[src/rtl/rrol_pkg.sv]
package rrol_pkg;

   typedef struct packed {
      logic        mode;
      logic [15:0] record_length;
      logic [31:0] record_handle;
      logic [19:0] byte_position;
   } req_word_type;

   typedef struct packed {
      logic [1:0]  status;
      logic [3:0]  slot_index;
      logic [31:0] found_handle;
      logic [15:0] offset_in_record;
   } rsp_word_type;

   typedef struct packed {
      logic [15:0] length;
      logic [31:0] handle;
   } desc_type;

   localparam logic MODE_ADD  = 1'b0;
   localparam logic MODE_FIND = 1'b1;

   localparam logic [1:0] STATUS_ADDED     = 2'd0;
   localparam logic [1:0] STATUS_FOUND     = 2'd1;
   localparam logic [1:0] STATUS_NOT_FOUND = 2'd2;

   typedef enum logic [1:0] {
      ST_IDLE,
      ST_WALK,
      ST_HOLD
   } state_type;

endpackage

[src/rtl/record_ring_offset_lookup_unit.sv]
// channel   ports                               word            direction
// request   req_valid, req_stall, req_word      req_word_type   in
// response  rsp_valid, rsp_stall, rsp_word      rsp_word_type   out
//
// An add writes its descriptor on acceptance and gets a registered response.
// A find walks the stored records in order from the oldest, reading one at a time
// through the single read port of the descriptor memory.
// Reset clears the ring pointers and full flag at once; no clearing pass.
// A stalled response is held in the output register; one more result waits
// in a holding register while the next request is stalled.
module record_ring_offset_lookup_unit #(
   parameter int RING_DEPTH = 16
) (
   input  logic                   clock,
   input  logic                   reset,
   input  logic                   req_valid,
   output logic                   req_stall,
   input  rrol_pkg::req_word_type req_word,
   output logic                   rsp_valid,
   input  logic                   rsp_stall,
   output rrol_pkg::rsp_word_type rsp_word
);

   localparam int SLOT_W = (RING_DEPTH > 1) ? $clog2(RING_DEPTH) : 1;
   localparam int CNT_W  = $clog2(RING_DEPTH + 1);
   localparam logic [SLOT_W-1:0] LAST_SLOT = SLOT_W'(RING_DEPTH - 1);

   rrol_pkg::state_type    state_ff, state_in;
   logic [19:0]            pos_ff, pos_in;
   logic [SLOT_W-1:0]      slot_ff, slot_in;
   logic [CNT_W-1:0]       left_ff, left_in;
   rrol_pkg::rsp_word_type pend_ff, pend_in;
   rrol_pkg::rsp_word_type rsp_ff, rsp_in;
   logic                   rsp_valid_ff, rsp_valid_in;

   logic                   wr_en;
   rrol_pkg::desc_type     wr_data;
   logic [SLOT_W-1:0]      rd_addr;
   rrol_pkg::desc_type     rd_data;
   logic [SLOT_W-1:0]      write_slot;
   logic [SLOT_W-1:0]      oldest_slot;
   logic                   ring_full;
   logic [CNT_W-1:0]       valid_count;
   logic [SLOT_W-1:0]      slot_next;
   logic                   out_free;
   logic                   res_valid;
   rrol_pkg::rsp_word_type res;

   rrol_desc_mem #(
      .DEPTH  (RING_DEPTH),
      .ADDR_W (SLOT_W)
   ) u_desc_mem (
      .clock   (clock),
      .wr_en   (wr_en),
      .wr_addr (write_slot),
      .wr_data (wr_data),
      .rd_addr (rd_addr),
      .rd_data (rd_data)
   );

   rrol_ring_ptr #(
      .RING_DEPTH (RING_DEPTH),
      .SLOT_W     (SLOT_W),
      .CNT_W      (CNT_W)
   ) u_ring_ptr (
      .clock       (clock),
      .reset       (reset),
      .advance     (wr_en),
      .write_slot  (write_slot),
      .oldest_slot (oldest_slot),
      .ring_full   (ring_full),
      .valid_count (valid_count)
   );

   assign wr_data.length = req_word.record_length;
   assign wr_data.handle = req_word.record_handle;
   assign slot_next      = (slot_ff == LAST_SLOT) ? '0 : slot_ff + 1'b1;
   assign out_free       = !rsp_valid_ff || !rsp_stall;
   assign req_stall      = (state_ff != rrol_pkg::ST_IDLE);

   always_comb begin
      state_in     = state_ff;
      pos_in       = pos_ff;
      slot_in      = slot_ff;
      left_in      = left_ff;
      pend_in      = pend_ff;
      rsp_in       = rsp_ff;
      rsp_valid_in = rsp_valid_ff && rsp_stall;
      wr_en        = 1'b0;
      rd_addr      = slot_next;
      res_valid    = 1'b0;
      res          = '0;

      unique case (state_ff)
         rrol_pkg::ST_IDLE: begin
            rd_addr = oldest_slot;
            if (req_valid) begin
               if (req_word.mode == rrol_pkg::MODE_ADD) begin
                  wr_en      = 1'b1;
                  res_valid  = 1'b1;
                  res.status = rrol_pkg::STATUS_ADDED;
               end else if (valid_count == '0) begin
                  res_valid  = 1'b1;
                  res.status = rrol_pkg::STATUS_NOT_FOUND;
               end else begin
                  state_in = rrol_pkg::ST_WALK;
                  pos_in   = req_word.byte_position;
                  slot_in  = oldest_slot;
                  left_in  = valid_count;
               end
            end
         end
         rrol_pkg::ST_WALK: begin
            if (pos_ff < 20'(rd_data.length)) begin
               res_valid            = 1'b1;
               res.status           = rrol_pkg::STATUS_FOUND;
               res.slot_index       = 4'(slot_ff);
               res.found_handle     = rd_data.handle;
               res.offset_in_record = pos_ff[15:0];
            end else if (left_ff == CNT_W'(1)) begin
               res_valid  = 1'b1;
               res.status = rrol_pkg::STATUS_NOT_FOUND;
            end else begin
               pos_in  = pos_ff - 20'(rd_data.length);
               slot_in = slot_next;
               left_in = left_ff - 1'b1;
            end
         end
         rrol_pkg::ST_HOLD: begin
            if (out_free) begin
               rsp_in       = pend_ff;
               rsp_valid_in = 1'b1;
               state_in     = rrol_pkg::ST_IDLE;
            end
         end
         default: begin
            state_in = rrol_pkg::ST_IDLE;
         end
      endcase

      if (res_valid) begin
         if (out_free) begin
            rsp_in       = res;
            rsp_valid_in = 1'b1;
            state_in     = rrol_pkg::ST_IDLE;
         end else begin
            pend_in  = res;
            state_in = rrol_pkg::ST_HOLD;
         end
      end
   end

   always_ff @(posedge clock) begin
      if (reset) begin
         state_ff     <= rrol_pkg::ST_IDLE;
         rsp_valid_ff <= 1'b0;
      end else begin
         state_ff     <= state_in;
         rsp_valid_ff <= rsp_valid_in;
      end
      pos_ff  <= pos_in;
      slot_ff <= slot_in;
      left_ff <= left_in;
      pend_ff <= pend_in;
      rsp_ff  <= rsp_in;
   end

   assign rsp_valid = rsp_valid_ff;
   assign rsp_word  = rsp_ff;

   a_walk_has_records: assert property (@(posedge clock) disable iff (reset)
      state_ff == rrol_pkg::ST_WALK |-> left_ff != '0)
      else $error("walk running with no records left");

   a_write_only_idle: assert property (@(posedge clock) disable iff (reset)
      wr_en |-> state_ff == rrol_pkg::ST_IDLE && req_valid)
      else $error("descriptor write outside an accepted add");

   a_full_pointers: assert property (@(posedge clock) disable iff (reset)
      ring_full |-> write_slot == oldest_slot)
      else $error("full ring with write and oldest slots apart");

   a_accept_progress: assert property (@(posedge clock) disable iff (reset)
      req_valid && !req_stall |=> state_ff != rrol_pkg::ST_IDLE || rsp_valid_ff)
      else $error("accepted request left no trace");

endmodule

[src/rtl/rrol_desc_mem.sv]
module rrol_desc_mem #(
   parameter int DEPTH  = 16,
   parameter int ADDR_W = 4
) (
   input  logic                  clock,
   input  logic                  wr_en,
   input  logic [ADDR_W-1:0]     wr_addr,
   input  rrol_pkg::desc_type    wr_data,
   input  logic [ADDR_W-1:0]     rd_addr,
   output rrol_pkg::desc_type    rd_data
);

   rrol_pkg::desc_type mem [DEPTH];
   rrol_pkg::desc_type rd_data_ff;

   always_ff @(posedge clock) begin
      if (wr_en) begin
         mem[wr_addr] <= wr_data;
      end
      rd_data_ff <= mem[rd_addr];
   end

   assign rd_data = rd_data_ff;

endmodule

[src/rtl/rrol_ring_ptr.sv]
module rrol_ring_ptr #(
   parameter int RING_DEPTH = 16,
   parameter int SLOT_W     = 4,
   parameter int CNT_W      = 5
) (
   input  logic              clock,
   input  logic              reset,
   input  logic              advance,
   output logic [SLOT_W-1:0] write_slot,
   output logic [SLOT_W-1:0] oldest_slot,
   output logic              ring_full,
   output logic [CNT_W-1:0]  valid_count
);

   localparam logic [SLOT_W-1:0] LAST_SLOT = SLOT_W'(RING_DEPTH - 1);

   logic [SLOT_W-1:0] write_ff, write_in;
   logic [SLOT_W-1:0] oldest_ff, oldest_in;
   logic              full_ff, full_in;
   logic [SLOT_W-1:0] write_next;
   logic [SLOT_W-1:0] oldest_next;

   assign write_next  = (write_ff == LAST_SLOT) ? '0 : write_ff + 1'b1;
   assign oldest_next = (oldest_ff == LAST_SLOT) ? '0 : oldest_ff + 1'b1;

   always_comb begin
      write_in  = write_ff;
      oldest_in = oldest_ff;
      full_in   = full_ff;
      if (advance) begin
         write_in = write_next;
         if (full_ff) begin
            oldest_in = oldest_next;
         end else if (write_next == oldest_ff) begin
            full_in = 1'b1;
         end
      end
   end

   always_ff @(posedge clock) begin
      if (reset) begin
         write_ff  <= '0;
         oldest_ff <= '0;
         full_ff   <= 1'b0;
      end else begin
         write_ff  <= write_in;
         oldest_ff <= oldest_in;
         full_ff   <= full_in;
      end
   end

   always_comb begin
      if (full_ff) begin
         valid_count = CNT_W'(RING_DEPTH);
      end else if (write_ff >= oldest_ff) begin
         valid_count = CNT_W'(write_ff) - CNT_W'(oldest_ff);
      end else begin
         valid_count = CNT_W'(write_ff) + CNT_W'(RING_DEPTH) - CNT_W'(oldest_ff);
      end
   end

   assign write_slot  = write_ff;
   assign oldest_slot = oldest_ff;
   assign ring_full   = full_ff;

endmodule
[config.mk]
export PLATFORM = sky130hd
export DESIGN_NAME = record_ring_offset_lookup_unit
export DESIGN_NICKNAME = d
export VERILOG_FILES = /design/src/rtl/rrol_pkg.sv /design/src/rtl/record_ring_offset_lookup_unit.sv /design/src/rtl/rrol_desc_mem.sv /design/src/rtl/rrol_ring_ptr.sv
export SDC_FILE = /design/constraint.sdc
export NUM_CORES = 1
export LEC_CHECK = 0
export BUFFER_PORTS_ARGS = -buffer_cell sky130_fd_sc_hd__buf_2
export CORE_UTILIZATION = 58
export CTS_BUF_LIST = sky130_fd_sc_hd__clkbuf_2
export CTS_CLUSTER_DIAMETER = 50
export DETAILED_ROUTE_END_ITERATION = 10
export PLACE_DENSITY_LB_ADDON = 0.2
export SLEW_MARGIN = 20
export SYNTH_ARGS = -nofsm -noshare
export SYNTH_HDL_FRONTEND = slang
export SYNTH_HIERARCHICAL = 1
export SYNTH_SLANG_ARGS = --single-unit
[constraint.sdc]
create_clock -name clock -period 6.5 [get_ports clock]
set_clock_uncertainty 0.2 [all_clocks]
set_input_delay 0.325 -clock clock [delete_from_list [all_inputs] [get_ports clock]]
set_output_delay 0.325 -clock clock [all_outputs]
set_load 0.02 [all_outputs]
=== After elaboration in Yosys (flattened, before gate mapping) ===
Memory sizes are Yosys's and may differ from the RTL's. A register that Yosys moved wholly into a read port is not among the register bits.
Index checks and enable logic that the tools add are counted.

* $add $sub $neg: 8
* $lt $le $gt $ge: 2
* Equality and inequality tests: 17
* Multiplexer cells: 60
* Bitwise gates (word level): 1
* Reduce and logical (&&, ||, !) cells: 12

{| class="wikitable"
|+ Operator list
! operator !! count
|-
| $mux W54 || 4
|-
| $mux W52 || 2
|-
| $mux W20 || 5
|-
| $pmux W20 S2 || 1
|-
| $mux W4 || 9
|-
| $mux W5 || 7
|-
| $mux W2 || 11
|-
| $lt A20 B16 Y1 || 1
|-
| $sub A20 B16 Y20 || 1
|-
| $mux W1 || 16
|-
| $add A4 B1 Y4 const B || 3
|-
| $eq A4 B4 Y1 const B || 3
|-
| $ne A2 B2 Y1 const B || 6
|-
| $ne A3 B3 Y1 const B || 4
|-
| $pmux W5 S2 || 1
|-
| $pmux W4 S2 || 1
|-
| $pmux W2 S3 || 1
|-
| $reduce_and A6 Y1 || 1
|-
| $add A4 B5 Y5 const B || 1
|-
| $eq A5 B1 Y1 const B || 1
|-
| $logic_not A5 Y1 || 1
|-
| $reduce_and A5 Y1 || 1
|-
| $sub A4 B4 Y5 || 1
|-
| $sub A5 B1 Y5 const B || 1
|-
| other kinds (14) || 17
|}

* Flip-flop bits (word level): 149
* RAM bits: 768
* Input port bits: 73
* Output and inout bits: 56
* Word-level logic and storage cells: 117
* Memories kept: 1

{| class="wikitable"
|+ Memories
! name !! depth !! bits a word !! read ports !! clocked after memory_dff !! write ports !! RTL line !! RTL
|-
| u_desc_mem.mem || 16 || 48 || 1 || 1 || 1 || rrol_desc_mem.sv:13 || <nowiki>rrol_pkg::desc_type mem [DEPTH];</nowiki>
|}

=== Depth between registers and ports, before layout ===
Gate-level depths: netlist of the first run.

* Depth after elaboration: 11
* Depth in mapped cells: 14

=== Hierarchy ===
The synthesis of the first run kept the hierarchy.

{| class="wikitable"
|+ Modules (own cells, without submodules)
! module !! times used !! cells an instance !! area each (sq um)
|-
| rrol_desc_mem || 1 || 1,242 || 29,691.0
|-
| record_ring_offset_lookup_unit || 1 || 632 || 6,840.3
|-
| rrol_ring_ptr || 1 || 84 || 701.9
|}

=== Worst setup path before layout of the first run ===
OpenSTA, ideal clock, no wires.

* Path type: reg2reg
* From: register state_ff[1]
* To: memory u_desc_mem/mem[0][0] (netlist name) (enable)
* Library setup time: 0.513 ns
* Arrival: 5.009 ns
* Required time: 5.787 ns
* Setup slack: 0.779 ns
* Cell stages (with the launch flop): 6
* Clock period less this slack: 5.721 ns
* Path through: dfxtp_1 nor2_1 inv_1 nor3b_1 or3b_2 nor3_1

* Longest elaborated chain between the ends: 4

{| class="wikitable"
|+ RTL lines
! what !! RTL line !! RTL
|-
| start: declaration || record_ring_offset_lookup_unit.sv:28 || <nowiki>rrol_pkg::state_type state_ff, state_in;</nowiki>
|-
| start signal: assignment || record_ring_offset_lookup_unit.sv:155 || <nowiki>state_ff <= rrol_pkg::ST_IDLE;</nowiki>
|-
| start signal: assignment || record_ring_offset_lookup_unit.sv:158 || <nowiki>state_ff <= state_in;</nowiki>
|-
| $logic_not A2 Y1 || record_ring_offset_lookup_unit.sv:94 || <nowiki>unique case (state_ff)</nowiki>
|-
| $mux W1 || record_ring_offset_lookup_unit.sv:94 ||
|-
| named net wr_en || record_ring_offset_lookup_unit.sv:36 || <nowiki>logic wr_en;</nowiki>
|-
| $mux W1 || rrol_desc_mem.sv:17 || <nowiki>if (wr_en) begin</nowiki>
|-
| $mux W1 (implied by the code) || rrol_desc_mem.sv:18 || <nowiki>mem[wr_addr] <= wr_data;</nowiki>
|-
| end: declaration || rrol_desc_mem.sv:13 ||
|}

The timed path passes the listed nets, and every way through them passes these cells.

=== Worst setup path after layout of the first run ===
* From: register state_ff[1]
* To: memory u_desc_mem/mem[2][44] (netlist name) (enable)

The elaborated chain is that of the path after synthesis.

==> results.json, run 1 <==
{
  "die_area_sq_mm": 0.0652,
  "synth_area_leaders": "edfxtp_1 69%, mux4_2 12%, dfxtp_1 6.1%",
  "leakagePower_uw": 0.0150,
  "port_buffers": 128,
  "hp-class": "input port to flop",
  "timing.setup.tns_ns": 0,
  "path_common_cell": "buf_4",
  "period_needed_ns": 4.46,
  "antenna_found_initial": 7,
  "fin_ws_ns": 2.04,
  "rsz0062_at_grt": "false",
  "post-route-period-util": 0.687,
  "irDropWorstVdd_mv": 0.172,
  "yosysTopAreaCell": "edfxtp_1",
  "pin_count": 129,
  "grt_usage": 0.251,
  "setup_viol": 0,
  "initial_core_util": 0.589,
  "ys_warn_count": 6,
  "synth_enable_flop_cells": 851,
  "critPathArrivalTime_ns": 5.25,
  "worst_slew_pin_slew_ns": 1.16,
  "slew_viol_final": 0,
  "grt_pass1_wl_um": 122000,
  "critPathRequiredTime_ns": 7.28,
  "pre_cts_ws_ns": 2.17,
  "syn_inst": 1958,
  "fin_nets": 2514,
  "htree_levels": 4,
  "clkLatencyLatePin_ns": 1.42,
  "drc": 0,
  "dr.pass1.iters": 7,
  "core_area_sq_mm": 0.0632,
  "status": "finished, final reports clean",
  "async_flop_share": 0,
  "critical_path.max_stage_delay_ns": 0.73,
  "clock_path_buffers": 3,
  "yosys.area.top_type_share": 0.686,
  "wl_um": 79800,
  "yosysMostFrequentCell": "edfxtp_1",
  "ant_nets": 0,
  "synthTopCellsByCount": "851 x edfxtp_1, 192 x mux4_2, 153 x nand2_1",
  "cts_tree": "yes",
  "crit_fanout": 26,
  "grt_start_max_net_pins": 107,
  "dieHeight_um": 255,
  "synth_fp_nets": 2058,
  "die_w_um": 255,
  "pwr_density_cell_mw_per_mm2": 281,
  "max_freq_mhz": 224,
  "fill_cells": 4269,
  "end_kind": "flop",
  "dp_hpwl_um": 43400,
  "initialDrtViolationCount": 1796,
  "vias": 20013,
  "worstSetupPathType": "flop to flop",
  "cts.sinks": 965,
  "place_congestion": 0.844,
  "drive_above_1_share": 0.308,
  "crit_family": "simple AND/OR/NAND/NOR gates",
  "maxCapViolations": 0,
  "grt_pass1_vias": 20781,
  "cts.clk_slew.worst_paths_ns": 0.10,
  "critPathBufInv": 4,
  "cts_buffers": 224,
  "avgSynthCellArea_sq_um": 19.0,
  "rows": 92,
  "overflow": 0,
  "area_growth_pct": 14.6,
  "ys_ff_latch": 965,
  "hold_viol": 0,
  "yosysUniqueCellTypes": 72,
  "clock-root-buffer": "clkbuf_2",
  "crit_slowest_cell": "nor2_4",
  "synthFlopType": "edfxtp_1",
  "wl_per_cell_um": 23.0,
  "ys_seq_area_frac": 0.748,
  "slew-limit-headroom": 0.222,
  "syn-cell-area_sq_mm": 0.0372,
  "drt-vias-per-instance": 5.78,
  "ctsResizeCount": 0,
  "critPathLaunchType": "flop",
  "crit_chain": "nor2_1, inv_1, nor3b_1, dlygate4sd3_1, buf_4, or3b_2, nor2_4, buf_4"
}
## power breakdown
part / internal [uW] / switching, uW
sequential: 6870 / 89.3
combinational: 506 / 672
clock: 1560 / 2290
## kinds of logic (layout without fill, tap and decap cells)
kind of cell | count (synthesis) | in the layout | share of synthesized area
AOI/OAI and AO/OA | 250 | 250 | 0.0473
xor gates and xnor gates | 21 | 21 | 0.00494
adders and majority gates | 27 | 27 | 0.00948
buffers and inverters | 130 | 784 | 0.0181
DFF | 965 | 965 | 0.748
muxes | 251 | 251 | 0.132
other | 0 | 4 | 0
and+or+nand+nor | 314 | 314 | 0.0404
## worst register-to-register path, stage by stage (launching register included)
cell and delay (ns):
dfxtp_1 0.37, nor2_1 0.38, inv_1 0.25, nor3b_1 0.25, dlygate4sd3_1 0.59, buf_4 0.14, or3b_2 0.57, nor2_4 0.73
buf_4 0.56
## cell usage in the layout, fill, tap and decap left out, types with 4 or more instances in the layout
cell type / instances
edfxtp_1: 851
clkbuf_2: 366
mux4_2: 192
dlygate4sd3_1: 164
nand2_1: 153
buf_2: 128
dfxtp_1: 114
a22oi_1: 96
mux2i_1: 56
and2_1: 54
clkinv_1: 47
o21ai_0: 35
buf_4: 32
inv_1: 31
o21ai_2: 30
nor2_1: 26
ha_1: 25
o21ai_1: 21
a21oi_1: 19
nor2_4: 13
xnor2_1: 12
nand3_1: 11
xor2_1: 9
nor2b_1: 6
o21a_1: 6
nor3_1: 6
nand2b_1: 6
inv_2: 6
o31ai_1: 5
nor3_2: 5
diode_2: 4
or4_1: 4
a31oi_1: 4
nand3b_1: 4
## flip-flops by register name, indices dropped and copies added (netlist names)
signal / count
u_desc_mem/mem: 768
pend_ff: 54
rsp_word: 54
u_desc_mem/rd_data: 48
pos_ff: 20
left_ff: 5
slot_ff: 4
u_ring_ptr/oldest_slot: 4
u_ring_ptr/write_slot: 4
state_ff: 2
rsp_valid: 1
u_ring_ptr/ring_full: 1
## metal layers
layer	track usage	up-vias	part of all wire
met1	0.342	10123	0.41
met5	0	-	0.00043
met2	0.396	828	0.49
met3	0.0690	98	0.086
met4	0.0810	6	0.016
li1	-	8958	-
## through the flow
step	area, sq um	hold WS [ns]	cells	power [uW]	util
2_1_floorplan	37200	0.197	1958	7840	-
3_3_place_gp	38900	0.233	2869	8170	0.615
3_5_place_dp	38900	0.237	2869	8190	0.615
4_1_cts	42600	0.00629	3457	12100	0.674
5_1_grt	42700	0.0813	3461	12500	0.675
6_report	42700	0.162	3462	12000	0.675
## area by class of cell
class / count / area (sq um) / share of cell area
clock buffer: 366 / 1830 / 0.0429
clock inverter: 58 / 283 / 0.00663
multi-input combinational: 863 / 8910 / 0.209
timing repair buffer: 328 / 2610 / 0.0612
inverter: 32 / 120 / 0.00282
antenna: 4 / 10.0 / 0.000235
tap: 846 / 1060 / 0.0248
sequential: 965 / 27800 / 0.653
## what timing repair did
item | CTS | global route
setup buffers | 0 | 0
hold endpoints to repair | 1356 | 0
hold buffers | 164 | 0
## worst paths after layout
check                              start                    end  slack, ns  depth (start not counted)
hold reg to reg   u_desc_mem/rd_data[16]           rsp_word[32]       0.23                          2
hold / removal               req_word[3]              pos_ff[3]       0.16                          5
setup reg to reg             state_ff[1]  u_desc_mem/mem[2][44]       2.04                          8
setup / recovery             state_ff[1]  u_desc_mem/mem[2][44]       2.04                          8
Note: power is estimated with default switching activity, not from simulation.
==> inputs of run 2 (changes only) <==
==> constraint.sdc (replaced) <==
create_clock -name clock -period 4.5 [get_ports clock]
set_clock_uncertainty 0.2 [all_clocks]
set_input_delay 0.225 -clock clock [delete_from_list [all_inputs] [get_ports clock]]
set_output_delay 0.225 -clock clock [all_outputs]
set_load 0.02 [all_outputs]
==> results.json, run 2 (synthesized netlist as in run 1, its figures left out) <==
{
  "cts.clk_slew.worst_paths_ns": 0.10,
  "die_area_sq_mm": 0.0652,
  "die_w_um": 255,
  "antenna_found_initial": 5,
  "reg2reg_setup_slack_ns": 0.59,
  "crit_fanout": 40,
  "design_area_sq_mm": 0.0430,
  "vias": 20357,
  "placed_cells_incl_taps": 2887,
  "core_area_sq_mm": 0.0632,
  "drt-vias-per-instance": 5.87,
  "whs_path_depth": 3,
  "crit_chain": "nor2_1, inv_1, nor3b_1, dlygate4sd3_1, buf_4, nand3b_1, nor3_4, buf_12",
  "wl_um": 84000,
  "clock-root-buffer": "clkbuf_2",
  "grt_pass1_vias": 21195,
  "end_kind": "flop",
  "final_util": 0.681,
  "largest_reg_flops": 768,
  "pwr_density_cell_mw_per_mm2": 402,
  "fin_nets": 2532,
  "ctsResizeCount": 0,
  "critPathLaunchType": "flop",
  "hp-class": "input port to flop",
  "final_cells": 3468,
  "grt_pass1_wl_um": 127000,
  "crit_slowest_cell": "nor3_4",
  "pin_count": 129,
  "critical_path.max_stage_delay_ns": 0.62,
  "initial_core_util": 0.589,
  "final_common_cell": "edfxtp_1",
  "rows": 92,
  "initialDrtViolationCount": 1850,
  "ant_nets": 0,
  "setup_viol": 0,
  "wl_per_cell_um": 24.2,
  "worstSetupPathType": "flop to flop",
  "largest_register": "u_desc_mem/mem",
  "slew_viol_final": 0,
  "htree_levels": 4,
  "maxCapViolations": 0,
  "hold_ws_ns": 0.251,
  "worst_slew_pin_slew_ns": 1.12,
  "cts_buffers": 220,
  "drive_above_1_share": 0.305,
  "reg2regPathDepth": 8,
  "cts_tree": "yes",
  "critPathArrivalTime_ns": 4.68,
  "clkLatencyLatePin_ns": 1.38,
  "period_needed_ns": 3.91,
  "post-route-period-util": 0.869,
  "dr.pass1.iters": 8,
  "min_from": "req_word[44]",
  "area_growth_pct": 15.5,
  "slew-limit-headroom": 0.251,
  "max_freq_mhz": 256,
  "clock_path_buffers": 3,
  "r2r-end": "u_desc_mem/mem[4][8]",
  "dp_hpwl_um": 43700,
  "drc": 0,
  "overflow": 0,
  "grt_start_max_net_pins": 70,
  "critPathRequiredTime_ns": 5.27,
  "leakagePower_uw": 0.0151,
  "layout_common_cells": "851 x edfxtp_1, 336 x clkbuf_2, 192 x mux4_2",
  "timing.rr.start": "state_ff[1]",
  "dieHeight_um": 255,
  "worstHoldEndpoint": "u_desc_mem/mem[0][24]",
  "cts.sinks": 965,
  "placed_cell_area_sq_mm": 0.0392,
  "irDropWorstVdd_mv": 0.169,
  "status": "finished, final reports clean",
  "timing.setup.tns_ns": 0,
  "grt_usage": 0.264,
  "rsz0062_at_grt": "false",
  "place_congestion": 0.876,
  "port_buffers": 128,
  "hold_viol": 0
}
==> run 2: final cells by class <==
class                           instances  area (sq um)
Clock inverter                         74           383
Tap cell                              846          1060
Antenna cell                            2          5.00
Clock buffer                          336          1680
Fill cell                            4270         20200
Sequential cell                       965         27800
Timing Repair Buffer                  350          2980
Inverter                               32           120
Multi-Input combinational cell        863          8940
==> run 2: repair_timing <==
item,4_1_cts,5_1_grt
hold buffers,169,0
setup buffers,0,0
endpoints found under the hold margin,1706,0
==> run 2: worst max path at each step <==
stage,start,end,cells past startpoint
floorplan,u_ring_ptr/write_slot[0],pend_ff[0],9
global placement,u_ring_ptr/oldest_slot[0],pend_ff[34],10
detailed placement,u_ring_ptr/oldest_slot[0],rsp_word[53],12
CTS,state_ff[1],u_desc_mem/mem[4][8],8
global route,state_ff[1],u_desc_mem/mem[4][14],8
finish,state_ff[1],u_desc_mem/mem[4][8],8
==> run 2: power breakdown <==
group | switching (uW) | leakage, uW | internal (uW)
logic | 1000 | 0.00476 | 765
registers | 120 | 0.00872 | 9930
clock network | 3310 | 0.00158 | 2170
==> run 2: worst max-delay path: cells and delay by family (launching register included) <==
kind,cells,cell delay (ns)
buf+inv,4,1.37
simple gates,4,1.54
flops,1,0.39
==> run 2: metrics by stage <==
stage / setup slack [ns] / power [uW]
finish: 0.588 / 17300
global route: 0.398 / 18000
CTS: 0.612 / 17400
detailed placement: 0.684 / 11900
global placement: 0.797 / 11800
floorplan: 0.0503 / 11300
==> run 2: routing by layer <==
layer | GRT usage | routed length, um | vias to the layer above
li1 | - | - | 8971
met1 | 0.360 | 33600 | 10389
met2 | 0.428 | 41900 | 861
met3 | 0.0578 | 6880 | 134
met4 | 0.0880 | 1570 | 2
met5 | 0 | 8 | -
